===== config.mk =====
export PLATFORM = sky130hd
export DESIGN_NAME = page_block_allocator_flat
export DESIGN_NICKNAME = d
export VERILOG_FILES = /design/src/rtl/pba_pkg.sv /design/src/rtl/pba_if.sv /design/src/rtl/page_block_allocator.sv /design/src/rtl/pba_ram.sv /design/src/flat_wrapper.sv
export VERILOG_INCLUDE_DIRS = /design/src /design/src/rtl
export SDC_FILE = /design/constraint.sdc
export NUM_CORES = 2
export LEC_CHECK = 0
export ABC_AREA = 1
export BUFFER_PORTS_ARGS = -buffer_cell sky130_fd_sc_hd__buf_2
export CORE_UTILIZATION = 55
export DETAILED_ROUTE_END_ITERATION = 8
export GPL_TIMING_DRIVEN = 0
export PLACE_DENSITY = 0.69
export SLEW_MARGIN = 40
export SYNTH_ARGS = -nofsm -noshare
export SYNTH_HDL_FRONTEND = slang
export SYNTH_SLANG_ARGS = --single-unit

===== constraint.sdc =====
create_clock -name i_clk -period 7.9 [get_ports i_clk]
set_clock_uncertainty 0.05 [all_clocks]
set_input_delay 0.79 -clock i_clk [delete_from_list [all_inputs] [get_ports i_clk]]
set_output_delay 0.79 -clock i_clk [all_outputs]
set_load 0.02 [all_outputs]

===== src/rtl/page_block_allocator_defines.svh =====
// Assertion macros shared by the page block allocator RTL.
// Expects i_clk and i_rst_n in the scope of use.
`ifndef PAGE_BLOCK_ALLOCATOR_DEFINES_SVH
`define PAGE_BLOCK_ALLOCATOR_DEFINES_SVH

// ante holds in a cycle -> cons holds in that same cycle
`define PBA_ASSERT_IMP(lbl, ante, cons, msg) \
    lbl: assert property (@(posedge i_clk) disable iff (!i_rst_n) (ante) |-> (cons)) \
        else $error(msg);

// ante holds in a cycle -> cons holds in the next cycle
`define PBA_ASSERT_NXT(lbl, ante, cons, msg) \
    lbl: assert property (@(posedge i_clk) disable iff (!i_rst_n) (ante) |=> (cons)) \
        else $error(msg);

`endif


===== src/rtl/pba_pkg.sv =====
// Types, codes and constants of the page block allocator.
// No dependencies.
`timescale 1ns / 1ps
`default_nettype none
package pba_pkg;

    localparam int BLOCK_BYTES     = 16;
    localparam int HEAD_BLOCKS     = 1;
    localparam int MIN_REGION      = 1 + HEAD_BLOCKS;
    localparam int MAX_PAGE_BLOCKS = 4096;
    localparam int MIN_PAGE_BLOCKS = 2;

    localparam logic [1:0] CMD_ALLOC   = 2'd0;
    localparam logic [1:0] CMD_FREE    = 2'd1;
    localparam logic [1:0] CMD_REALLOC = 2'd2;

    localparam logic [1:0] ST_OK      = 2'd0;
    localparam logic [1:0] ST_NOSPACE = 2'd1;
    localparam logic [1:0] ST_FULL    = 2'd2;

    typedef enum logic [3:0] {
        S_IDLE,
        S_FIT,
        S_FIND,
        S_REL,
        S_RIGHT,
        S_LEFT,
        S_DROP_RD,
        S_DROP_WR,
        S_RESP
    } t_state;

    // data blocks for a byte count; zero counts as one byte
    function automatic logic [13:0] data_blocks_for(input logic [16:0] bytes);
        logic [17:0] t;
        t = ((bytes == 17'd0) ? 18'd1 : {1'b0, bytes}) + 18'(BLOCK_BYTES - 1);
        return 14'(t / BLOCK_BYTES);
    endfunction

endpackage
`default_nettype wire


===== src/rtl/pba_if.sv =====
// Valid/ready channel interfaces for command and result transfers.
// Depends on nothing.
`timescale 1ns / 1ps
`default_nettype none
interface pba_cmd_if;
    logic        valid;
    logic        ready;
    logic [1:0]  command;
    logic [16:0] size_bytes;
    logic [11:0] alloc_offset;
    logic [11:0] alloc_blocks;
    modport source (output valid, command, size_bytes, alloc_offset, alloc_blocks,
                    input ready);
    modport sink   (input valid, command, size_bytes, alloc_offset, alloc_blocks,
                    output ready);
endinterface

interface pba_res_if;
    logic        valid;
    logic        ready;
    logic [1:0]  status;
    logic [11:0] result_offset;
    logic [11:0] result_blocks;
    logic        moved;
    modport source (output valid, status, result_offset, result_blocks, moved,
                    input ready);
    modport sink   (input valid, status, result_offset, result_blocks, moved,
                    output ready);
endinterface
`default_nettype wire


===== src/rtl/page_block_allocator.sv =====
// Page block allocator top level: command sequencer around the free-region table RAM.
// Depends on pba_pkg, pba_if, pba_ram and page_block_allocator_defines.svh.
`timescale 1ns / 1ps
`default_nettype none
`include "page_block_allocator_defines.svh"
// First-fit allocator for one page of 16-byte blocks. Each allocation is a one-block
// header plus its data blocks. Free space lives in a bump head and an unordered table
// of FREE_SLOTS regions held in one RAM (start and size per entry). Commands are
// allocate, free and reallocate; one result per command. Commands are handled one at
// a time. Every table search reads one entry per cycle until a hit or the table end;
// allocate needs one search, free two (right then left neighbor), and a reallocate
// that moves up to four (find neighbor, fit, right, left). Removing an entry takes a
// read state and a write state (S_DROP_RD, S_DROP_WR) that copy the last entry into
// the removed slot. A new command is accepted while the previous result still waits
// in the output register. page_blocks may be written only while idle; it is clamped
// to 2..4096.
module page_block_allocator #(
    parameter int FREE_SLOTS = 64
) (
    input  wire         i_clk,
    input  wire         i_rst_n,
    input  wire         i_cfg_we,
    input  wire  [12:0] i_cfg_data,
    pba_cmd_if.sink     i_cmd,
    pba_res_if.source   o_res
);
    import pba_pkg::*;

    localparam int AW = (FREE_SLOTS > 1) ? $clog2(FREE_SLOTS) : 1;
    localparam int CW = $clog2(FREE_SLOTS + 1);
    localparam int DW = 25;   // {start[12:0], size[11:0]}

    // control state
    t_state        r_state, n_state;
    t_state        r_after, n_after;     // where to go after an entry removal
    logic [12:0]   r_page;
    logic [12:0]   r_head, n_head;
    logic [CW-1:0] r_count, n_count;
    logic [CW-1:0] r_idx, n_idx;         // next entry to read
    logic          r_pend, n_pend;       // read data valid for r_pidx
    logic [AW-1:0] r_pidx, n_pidx;
    logic [AW-1:0] r_j, n_j;             // entry to remove
    logic          r_listed, n_listed;
    logic          r_ov, n_ov;

    // working registers
    logic [1:0]    r_cmd, n_cmd;
    logic [11:0]   r_s, n_s;
    logic [11:0]   r_n, n_n;
    logic [13:0]   r_req, n_req;
    logic [13:0]   r_need, n_need;
    logic [13:0]   r_key, n_key;
    logic [12:0]   r_js, n_js;
    logic [11:0]   r_jn, n_jn;
    logic [1:0]    r_status, n_status;
    logic [11:0]   r_roff, n_roff;
    logic [11:0]   r_rblk, n_rblk;
    logic          r_mv, n_mv;

    // output payload
    logic [1:0]    r_o_status;
    logic [11:0]   r_o_roff;
    logic [11:0]   r_o_rblk;
    logic          r_o_mv;
    logic          load_out;

    // RAM
    logic          ram_we;
    logic [AW-1:0] ram_waddr, ram_raddr;
    logic [DW-1:0] ram_wdata, ram_rdata;

    pba_ram #(.WIDTH(DW), .DEPTH(FREE_SLOTS)) u_table (
        .i_clk   (i_clk),
        .i_we    (ram_we),
        .i_waddr (ram_waddr),
        .i_wdata (ram_wdata),
        .i_raddr (ram_raddr),
        .o_rdata (ram_rdata)
    );

    // datapath terms
    logic [12:0] rd_st;
    logic [11:0] rd_sz;
    logic [14:0] ue;
    logic [13:0] avail;
    logic        fit_ok, split;
    logic        m_start, m_left, hit, miss;
    logic        head_fit;
    logic [13:0] in_req, in_nx, rel_nx;
    logic        cmd_xfer;

    assign rd_st    = ram_rdata[24:12];
    assign rd_sz    = ram_rdata[11:0];
    assign ue       = 15'(r_page - 13'(HEAD_BLOCKS));
    assign avail    = 14'(rd_sz) + 14'(HEAD_BLOCKS);
    assign fit_ok   = avail >= r_need;
    assign split    = avail >= (r_need + 14'(MIN_REGION));
    assign m_start  = 14'(rd_st) == r_key;
    assign m_left   = (14'(rd_st) + 14'(rd_sz) + 14'(HEAD_BLOCKS)) == r_key;
    assign head_fit = (15'(r_head) + 15'(r_need)) <= ue;
    assign in_req   = data_blocks_for(i_cmd.size_bytes);
    assign in_nx    = 14'(i_cmd.alloc_offset) + 14'(i_cmd.alloc_blocks) + 14'(HEAD_BLOCKS);
    assign rel_nx   = 14'(r_s) + 14'(r_n) + 14'(HEAD_BLOCKS);
    assign miss     = !r_pend && (r_idx >= r_count);

    always_comb begin
        case (r_state)
            S_FIT:   hit = r_pend && fit_ok;
            S_LEFT:  hit = r_pend && m_left;
            S_FIND,
            S_RIGHT: hit = r_pend && m_start;
            default: hit = 1'b0;
        endcase
    end

    assign i_cmd.ready = (r_state == S_IDLE);
    assign cmd_xfer    = i_cmd.valid && i_cmd.ready;

    assign o_res.valid         = r_ov;
    assign o_res.status        = r_o_status;
    assign o_res.result_offset = r_o_roff;
    assign o_res.result_blocks = r_o_rblk;
    assign o_res.moved         = r_o_mv;

    always_ff @(posedge i_clk) begin
        if (!i_rst_n) begin
            r_state  <= S_IDLE;
            r_after  <= S_RESP;
            r_page   <= 13'(MAX_PAGE_BLOCKS);
            r_head   <= '0;
            r_count  <= '0;
            r_idx    <= '0;
            r_pend   <= 1'b0;
            r_listed <= 1'b0;
            r_ov     <= 1'b0;
        end else begin
            r_state  <= n_state;
            r_after  <= n_after;
            r_head   <= n_head;
            r_count  <= n_count;
            r_idx    <= n_idx;
            r_pend   <= n_pend;
            r_listed <= n_listed;
            r_ov     <= n_ov;
            if (i_cfg_we) begin
                if (i_cfg_data < 13'(MIN_PAGE_BLOCKS)) begin
                    r_page <= 13'(MIN_PAGE_BLOCKS);
                end else if (i_cfg_data > 13'(MAX_PAGE_BLOCKS)) begin
                    r_page <= 13'(MAX_PAGE_BLOCKS);
                end else begin
                    r_page <= i_cfg_data;
                end
            end
        end
    end

    always_ff @(posedge i_clk) begin
        r_pidx   <= n_pidx;
        r_j      <= n_j;
        r_cmd    <= n_cmd;
        r_s      <= n_s;
        r_n      <= n_n;
        r_req    <= n_req;
        r_need   <= n_need;
        r_key    <= n_key;
        r_js     <= n_js;
        r_jn     <= n_jn;
        r_status <= n_status;
        r_roff   <= n_roff;
        r_rblk   <= n_rblk;
        r_mv     <= n_mv;
        if (load_out) begin
            r_o_status <= r_status;
            r_o_roff   <= r_roff;
            r_o_rblk   <= r_rblk;
            r_o_mv     <= r_mv;
        end
    end

    always_comb begin
        n_state  = r_state;
        n_after  = r_after;
        n_head   = r_head;
        n_count  = r_count;
        n_idx    = r_idx;
        n_pend   = 1'b0;
        n_pidx   = r_pidx;
        n_j      = r_j;
        n_listed = r_listed;
        n_ov     = r_ov && !o_res.ready;
        n_cmd    = r_cmd;
        n_s      = r_s;
        n_n      = r_n;
        n_req    = r_req;
        n_need   = r_need;
        n_key    = r_key;
        n_js     = r_js;
        n_jn     = r_jn;
        n_status = r_status;
        n_roff   = r_roff;
        n_rblk   = r_rblk;
        n_mv     = r_mv;
        load_out = 1'b0;
        ram_we    = 1'b0;
        ram_waddr = r_pidx;
        ram_wdata = ram_rdata;
        ram_raddr = r_idx[AW-1:0];

        // table walk: one read issued per cycle until a hit or the end
        if ((r_state == S_FIT) || (r_state == S_FIND) ||
            (r_state == S_RIGHT) || (r_state == S_LEFT)) begin
            if (!hit && (r_idx < r_count)) begin
                n_pend = 1'b1;
                n_pidx = r_idx[AW-1:0];
                n_idx  = r_idx + CW'(1);
            end
        end

        case (r_state)
            S_IDLE: begin
                if (cmd_xfer) begin
                    n_cmd    = i_cmd.command;
                    n_s      = i_cmd.alloc_offset;
                    n_n      = i_cmd.alloc_blocks;
                    n_req    = in_req;
                    n_status = ST_OK;
                    n_roff   = '0;
                    n_rblk   = '0;
                    n_mv     = 1'b0;
                    n_state  = S_RESP;
                    case (i_cmd.command)
                        CMD_ALLOC: begin
                            n_need  = in_req + 14'(HEAD_BLOCKS);
                            n_state = S_FIT;
                        end
                        CMD_FREE: begin
                            n_roff = i_cmd.alloc_offset;
                            if (in_nx == 14'(r_head)) begin
                                n_head = 13'(i_cmd.alloc_offset);
                            end else begin
                                n_js    = 13'(i_cmd.alloc_offset);
                                n_jn    = i_cmd.alloc_blocks;
                                n_key   = in_nx;
                                n_state = S_RIGHT;
                            end
                        end
                        CMD_REALLOC: begin
                            n_roff = i_cmd.alloc_offset;
                            n_rblk = i_cmd.alloc_blocks;
                            if (14'(i_cmd.alloc_blocks) >= (in_req + 14'(MIN_REGION))) begin
                                // shrink in place; tail goes to head or table
                                n_rblk = in_req[11:0];
                                if (in_nx == 14'(r_head)) begin
                                    n_head = r_head - 13'(i_cmd.alloc_blocks - in_req[11:0]);
                                end else begin
                                    n_js    = 13'(i_cmd.alloc_offset) + 13'(in_req)
                                              + 13'(HEAD_BLOCKS);
                                    n_jn    = i_cmd.alloc_blocks - in_req[11:0]
                                              - 12'(HEAD_BLOCKS);
                                    n_key   = in_nx;
                                    n_state = S_RIGHT;
                                end
                            end else if (14'(i_cmd.alloc_blocks) < in_req) begin
                                // grow: in place into the head or the free region right after, else move
                                n_need = in_req - 14'(i_cmd.alloc_blocks);
                                n_key  = in_nx;
                                if (in_nx == 14'(r_head)) begin
                                    if ((15'(r_head) + 15'(in_req - 14'(i_cmd.alloc_blocks)))
                                        <= ue) begin
                                        n_head = 13'(14'(r_head) + in_req
                                                 - 14'(i_cmd.alloc_blocks));
                                        n_rblk = in_req[11:0];
                                    end else begin
                                        n_need  = in_req + 14'(HEAD_BLOCKS);
                                        n_state = S_FIT;
                                    end
                                end else begin
                                    n_state = S_FIND;
                                end
                            end
                        end
                        default: begin
                            n_state = S_RESP;
                        end
                    endcase
                end
            end

            S_FIT: begin
                if (hit) begin
                    n_roff = rd_st[11:0];
                    n_mv   = (r_cmd == CMD_REALLOC);
                    if (split) begin
                        ram_we    = 1'b1;
                        ram_waddr = r_pidx;
                        ram_wdata = {1'b0, rd_st[11:0] + r_need[11:0], rd_sz - r_need[11:0]};
                        n_rblk    = r_req[11:0];
                        n_state   = (r_cmd == CMD_ALLOC) ? S_RESP : S_REL;
                    end else begin
                        n_rblk  = rd_sz;
                        n_j     = r_pidx;
                        n_after = (r_cmd == CMD_ALLOC) ? S_RESP : S_REL;
                        n_state = S_DROP_RD;
                    end
                end else if (miss) begin
                    if (head_fit) begin
                        n_roff  = r_head[11:0];
                        n_head  = r_head + r_need[12:0];
                        n_rblk  = r_req[11:0];
                        n_mv    = (r_cmd == CMD_REALLOC);
                        n_state = (r_cmd == CMD_ALLOC) ? S_RESP : S_REL;
                    end else begin
                        // failed: allocate reports zeros, reallocate the old region
                        n_status = ST_NOSPACE;
                        n_state  = S_RESP;
                    end
                end
            end

            S_FIND: begin
                if (hit && fit_ok) begin
                    if (split) begin
                        ram_we    = 1'b1;
                        ram_waddr = r_pidx;
                        ram_wdata = {1'b0, rd_st[11:0] + r_need[11:0], rd_sz - r_need[11:0]};
                        n_rblk    = r_n + r_need[11:0];
                        n_state   = S_RESP;
                    end else begin
                        n_rblk  = r_n + rd_sz + 12'(HEAD_BLOCKS);
                        n_j     = r_pidx;
                        n_after = S_RESP;
                        n_state = S_DROP_RD;
                    end
                end else if (hit || miss) begin
                    n_need  = r_req + 14'(HEAD_BLOCKS);
                    n_state = S_FIT;
                end
            end

            S_REL: begin
                // old region of a moved allocation
                if (rel_nx == 14'(r_head)) begin
                    n_head  = 13'(r_s);
                    n_state = S_RESP;
                end else begin
                    n_js    = 13'(r_s);
                    n_jn    = r_n;
                    n_key   = rel_nx;
                    n_state = S_RIGHT;
                end
            end

            S_RIGHT: begin
                n_key = 14'(r_js);
                if (hit) begin
                    ram_we    = 1'b1;
                    ram_waddr = r_pidx;
                    ram_wdata = {r_js, r_jn + rd_sz + 12'(HEAD_BLOCKS)};
                    n_jn      = r_jn + rd_sz + 12'(HEAD_BLOCKS);
                    n_listed  = 1'b1;
                    n_j       = r_pidx;
                    n_state   = S_LEFT;
                end else if (miss) begin
                    n_listed = 1'b0;
                    n_state  = S_LEFT;
                end else begin
                    n_key = r_key;
                end
            end

            S_LEFT: begin
                if (hit) begin
                    ram_we    = 1'b1;
                    ram_waddr = r_pidx;
                    ram_wdata = {rd_st, rd_sz + r_jn + 12'(HEAD_BLOCKS)};
                    n_after   = S_RESP;
                    n_state   = r_listed ? S_DROP_RD : S_RESP;
                end else if (miss) begin
                    n_state = S_RESP;
                    if (!r_listed) begin
                        if (r_count >= CW'(FREE_SLOTS)) begin
                            n_status = ST_FULL;   // region dropped on the floor
                        end else begin
                            ram_we    = 1'b1;
                            ram_waddr = r_count[AW-1:0];
                            ram_wdata = {r_js, r_jn};
                            n_count   = r_count + CW'(1);
                        end
                    end
                end
            end

            S_DROP_RD: begin
                // last entry moves into the removed slot
                n_count   = r_count - CW'(1);
                ram_raddr = AW'(r_count - CW'(1));
                n_state   = S_DROP_WR;
            end

            S_DROP_WR: begin
                ram_we    = 1'b1;
                ram_waddr = r_j;
                ram_wdata = ram_rdata;
                n_state   = r_after;
            end

            S_RESP: begin
                if (!r_ov || o_res.ready) begin
                    load_out = 1'b1;
                    n_ov     = 1'b1;
                    n_state  = S_IDLE;
                end
            end

            default: begin
                n_state = S_IDLE;
            end
        endcase

        if (n_state != r_state) begin
            n_idx  = '0;
            n_pend = 1'b0;
        end
    end

    `PBA_ASSERT_IMP(a_count_range, 1'b1, r_count <= CW'(FREE_SLOTS), "free count past table size")
    `PBA_ASSERT_IMP(a_head_range, 1'b1, r_head < 13'(MAX_PAGE_BLOCKS), "head past page")
    `PBA_ASSERT_NXT(a_cmd_leaves_idle, cmd_xfer, r_state != S_IDLE, "command not processed")
    `PBA_ASSERT_NXT(a_result_loaded, load_out, r_ov && (r_state == S_IDLE), "result not posted")

endmodule
`default_nettype wire


===== src/rtl/pba_ram.sv =====
// Generic simple dual-port RAM, one write and one registered read port.
// No dependencies.
`timescale 1ns / 1ps
`default_nettype none
module pba_ram #(
    parameter int WIDTH = 25,
    parameter int DEPTH = 64
) (
    input  wire                      i_clk,
    input  wire                      i_we,
    input  wire  [$clog2(DEPTH)-1:0] i_waddr,
    input  wire  [WIDTH-1:0]         i_wdata,
    input  wire  [$clog2(DEPTH)-1:0] i_raddr,
    output logic [WIDTH-1:0]         o_rdata
);
    logic [WIDTH-1:0] r_mem [DEPTH];

    always_ff @(posedge i_clk) begin
        if (i_we) begin
            r_mem[i_waddr] <= i_wdata;
        end
        o_rdata <= r_mem[i_raddr];
    end
endmodule
`default_nettype wire

===== src/flat_wrapper.sv =====
// flat-port wrapper written by rule: the top's interface ports become plain ports
module page_block_allocator_flat import pba_pkg::*;
#(
    parameter int FREE_SLOTS = 64
)
  (i_clk, i_rst_n, i_cfg_we, i_cfg_data, i_cmd_valid, i_cmd_command, i_cmd_size_bytes, i_cmd_alloc_offset, i_cmd_alloc_blocks, i_cmd_ready, o_res_valid, o_res_status, o_res_result_offset, o_res_result_blocks, o_res_moved, o_res_ready);
  pba_cmd_if i_cmd_i ();
  pba_res_if o_res_i ();
  input  wire i_clk;
  input  wire i_rst_n;
  input  wire i_cfg_we;
  input  wire  [12:0] i_cfg_data;
  input wire logic [$bits(i_cmd_i.valid)-1:0] i_cmd_valid;
  input wire logic [$bits(i_cmd_i.command)-1:0] i_cmd_command;
  input wire logic [$bits(i_cmd_i.size_bytes)-1:0] i_cmd_size_bytes;
  input wire logic [$bits(i_cmd_i.alloc_offset)-1:0] i_cmd_alloc_offset;
  input wire logic [$bits(i_cmd_i.alloc_blocks)-1:0] i_cmd_alloc_blocks;
  output wire logic [$bits(i_cmd_i.ready)-1:0] i_cmd_ready;
  output wire logic [$bits(o_res_i.valid)-1:0] o_res_valid;
  output wire logic [$bits(o_res_i.status)-1:0] o_res_status;
  output wire logic [$bits(o_res_i.result_offset)-1:0] o_res_result_offset;
  output wire logic [$bits(o_res_i.result_blocks)-1:0] o_res_result_blocks;
  output wire logic [$bits(o_res_i.moved)-1:0] o_res_moved;
  input wire logic [$bits(o_res_i.ready)-1:0] o_res_ready;
  assign i_cmd_i.valid = i_cmd_valid;
  assign i_cmd_i.command = i_cmd_command;
  assign i_cmd_i.size_bytes = i_cmd_size_bytes;
  assign i_cmd_i.alloc_offset = i_cmd_alloc_offset;
  assign i_cmd_i.alloc_blocks = i_cmd_alloc_blocks;
  assign i_cmd_ready = i_cmd_i.ready;
  assign o_res_valid = o_res_i.valid;
  assign o_res_status = o_res_i.status;
  assign o_res_result_offset = o_res_i.result_offset;
  assign o_res_result_blocks = o_res_i.result_blocks;
  assign o_res_moved = o_res_i.moved;
  assign o_res_i.ready = o_res_ready;
  page_block_allocator #(.FREE_SLOTS(FREE_SLOTS)) u_core (.i_clk(i_clk), .i_rst_n(i_rst_n), .i_cfg_we(i_cfg_we), .i_cfg_data(i_cfg_data), .i_cmd(i_cmd_i), .o_res(o_res_i));
endmodule

==> results.yml <==
run_status:
  status: "complete, no violations"
power:
  powerDensity_nw_per_um2: 240
  ir_drop_uv: 214
  p_leak_uw: 0.0353
synth:
  synthFlopType: "edfxtp_1"
  syn-num-nets: 8167
  yosysWarnings: 0
  synth-xor-area-share: 0.0174
  ys_async_sr_fraction: 0
  synth_cells: 7840
  synth-seq-area-share: 0.631
  synth-simple-area-share: 0.124
  synth-seq-cells: 1833
  syn_area_um2: 86000
  synthAdderAreaFrac: 0.0407
  synth_top_family_by_area: "compound AO/OA/AOI/OAI gates"
  synth_cell_types: 73
  muxShareOfSynthArea: 0.000116
  synth_area_per_cell_um2: 11.0
  synth_edf_count: 1759
  synth_compound_area_frac: 0.144
timing:
  rsz0062_at_grt: "false"
  timing.final.crit_share: 0.955
  finalCriticalPeriod_ps: 7550
  setup_tns_ps: 0
  slew_headroom: 0.366
  drv_slew: 0
  setup_viol: 0
  worst_pin_slew_ps: 951
  finalHoldViolCount: 0
  max_freq_mhz: 132
  layout_setup_ws_ps: 352
clock_tree:
  cts.sinks: 1833
  clk_latency_ps: 880
  cts_tree: "done"
  cts_buffers: 185
  root_buffer: "clkbuf_16"
  hold_buffers: 0
  cts_max_level: 4
  clockBufferDepth: 3
  cts.clk_slew.worst_paths_ps: 60
global_routing:
  grt_pass1_wl_um: 452000
  grt_util_all_layers: 0.402
  grt_max_degree: 49
  grt_pass1_vias: 64200
  antenna_found_initial: 12
  grt_overflow: 0
drt:
  drcViolationCount: 0
  route.vias.total: 69300
  drt-total-wl_um: 322000
  dr.pass1.iters: 9
  drt_iter0_markers: 10700
  avgViaCountPerCell: 6.58
  drtAntennaViolNets: 0
  routedWlPerCell_um: 30.6
setup_path:
  critical_path.most_common_cell: "buf_2"
  critPathLaunchType: "flop"
  crit_arrival_ps: 8200
  slowest_stage: "dfxtp_1"
  path_buf_inv: 11
  crit_type: "reg -> reg"
  path_max_fanout: 10
  worst_ep_required_time_ps: 8560
  crit_path_end_kind: "flop"
  slowest_delay_ps: 600
  cp_top_family: "simple AND/OR/NAND/NOR gates"
floorplan:
  die_h_um: 398
  start_util: 0.556
  io_pins: 90
  dieArea_um2: 158000
  rows: 144
  coreArea_um2: 155000
  dieWidth_um: 398
final_layout:
  nets: 8645
  layout-drive-gt1-share: 0.0964
  fillerInstances: 11800
  layout_commonest_cell: "edfxtp_1"
  layout_common_cells: "1,759 x edfxtp_1, 1,079 x nor2_1, 1,025 x o21ai_0, 829 x nand2_1, 496 x inv_1"
  area_growth_pct: 15.6
placed_design:
  gp_congestion: 1.07
  port_buffers: 87
  place_ws_ps: 101
  post-dp-hpwl_um: 236000
flow_run:
  cap_violations: 0
hold_path:
  hold_class: "in -> reg"
## synth_stat cells (17+ instances only)
library cell | instances | area share
nand3_1 | 385 | 0.022
nand4_1 | 41 | 0.0030
a21oi_1 | 242 | 0.014
a22oi_1 | 18 | 0.0016
inv_2 | 18 | 0.00079
ha_1 | 243 | 0.035
fa_1 | 23 | 0.0054
o22ai_1 | 208 | 0.015
edfxtp_1 | 1759 | 0.61
nor2_1 | 1122 | 0.049
o211ai_1 | 232 | 0.020
inv_1 | 517 | 0.023
dfxtp_1 | 74 | 0.017
buf_2 | 23 | 0.0013
xnor2_1 | 40 | 0.0041
nor3_1 | 48 | 0.0028
xor2_1 | 128 | 0.013
nand2_1 | 830 | 0.036
clkbuf_1 | 372 | 0.016
nand2_2 | 18 | 0.0013
a31oi_1 | 17 | 0.0012
buf_1 | 19 | 0.00083
o221ai_1 | 227 | 0.023
o21ai_0 | 1028 | 0.060
## sequential cells by signal, indices dropped and copies added (netlist names), 7 cells and up
name / count
u_core.r_roff: 12
u_core.o_res.result_offset: 12
u_core.r_js: 13
u_core.r_jn: 12
u_core.o_res.result_blocks: 12
u_core.r_head: 13
u_core.r_s: 12
u_core.r_req: 14
u_core.r_need: 14
u_core.r_page: 13
u_core.r_rblk: 12
u_core.r_idx: 7
u_core.u_table.r_mem: 1600
u_core.r_key: 14
u_core.u_table.o_rdata: 25
u_core.r_count: 7
u_core.r_n: 12
## metrics by stage
| step | hold WS [ps] | util | area [um2] | cells | total power, uW |
|---|---|---|---|---|---|
| after CTS | 108 | 0.642 | 99400 | 10500 | 23700 |
| after floorplan | 350 | - | 86000 | 7840 | 13500 |
| after global routing | 129 | 0.643 | 99400 | 10500 | 24400 |
| after global placement | 352 | 0.575 | 89000 | 9971 | 14800 |
| after detailed placement | 355 | 0.603 | 93400 | 10200 | 15000 |
| final | 153 | 0.643 | 99500 | 10500 | 23800 |
## logic make-up after synthesis
group / count (synthesis)
and+or+nand+nor: 2540
AOI/OAI and AO/OA: 2069
DFF: 1833
buffers and inverters: 962
adders and majority gates: 266
xor gates and xnor gates: 169
muxes: 1
## worst paths after layout
kind	from	to	slack, ps	depth (start not counted)
max	u_core.u_table.o_rdata[0]	u_core.u_table.r_mem[28][19]	350	27
min	i_cmd_command[0]	u_core.r_cmd[0]	150	1
max reg2reg	u_core.u_table.o_rdata[0]	u_core.u_table.r_mem[28][19]	350	27
min reg2reg	u_core.r_rblk[1]	u_core.o_res.result_blocks[1]	370	0
## repair_timing
item                                   in CTS  in global routing
setup buffers                               0                  0
endpoints found under the hold margin       0                  0
setup endpoints to repair                   0                 21
resized for setup                           0                  3
## worst reg2reg max path, stage by stage (launching register included)
cell        delay [ps]
dfxtp_1            600
inv_1              320
nor4_1             530
nand3_1            230
nor3_1             340
nand3_1            140
xor2_1             170
inv_1               90
ha_1               300
nand2_1             80
nor3_1             340
nand4_1            210
nand3_1            250
nor2_1             110
nor3_4             400
nand2_4            170
buf_6              190
nor2_1              90
inv_1               90
nand2_1            300
clkinvlp_4         460
o211ai_1           540
buf_2              270
buf_2              230
buf_2              250
buf_2              250
buf_2              230
buf_2              220
## final cells by class
class / instances / area (um2) / share of cell area
Clock buffer: 219 / 4770 / 0.0479
Multi-Input combinational cell: 5045 / 28800 / 0.289
Antenna cell: 10 / 25.0 / 0.000252
Inverter: 540 / 2050 / 0.0206
Sequential cell: 1833 / 54300 / 0.546
Clock inverter: 127 / 1270 / 0.0128
Tap cell: 2044 / 2560 / 0.0257
Timing Repair Buffer: 291 / 4000 / 0.0402
Buffer: 422 / 1700 / 0.0171
## power breakdown
| part | internal (uW) | switching, uW | total, uW |
|---|---|---|---|
| logic | 1070 | 2510 | 3590 |
| registers | 11200 | 201 | 11400 |
| clock network | 4860 | 3960 | 8810 |
| total | 17200 | 6670 | 23800 |
## routing by layer
metal,track usage,share of wire,vias up
met4,0.258,0.074,12
met5,0,0.00024,-
met2,0.584,0.43,5317
met3,0.116,0.14,1077
li1,-,-,29600
met1,0.529,0.36,33300
No activity file was read; power rests on OpenSTA's default activity.
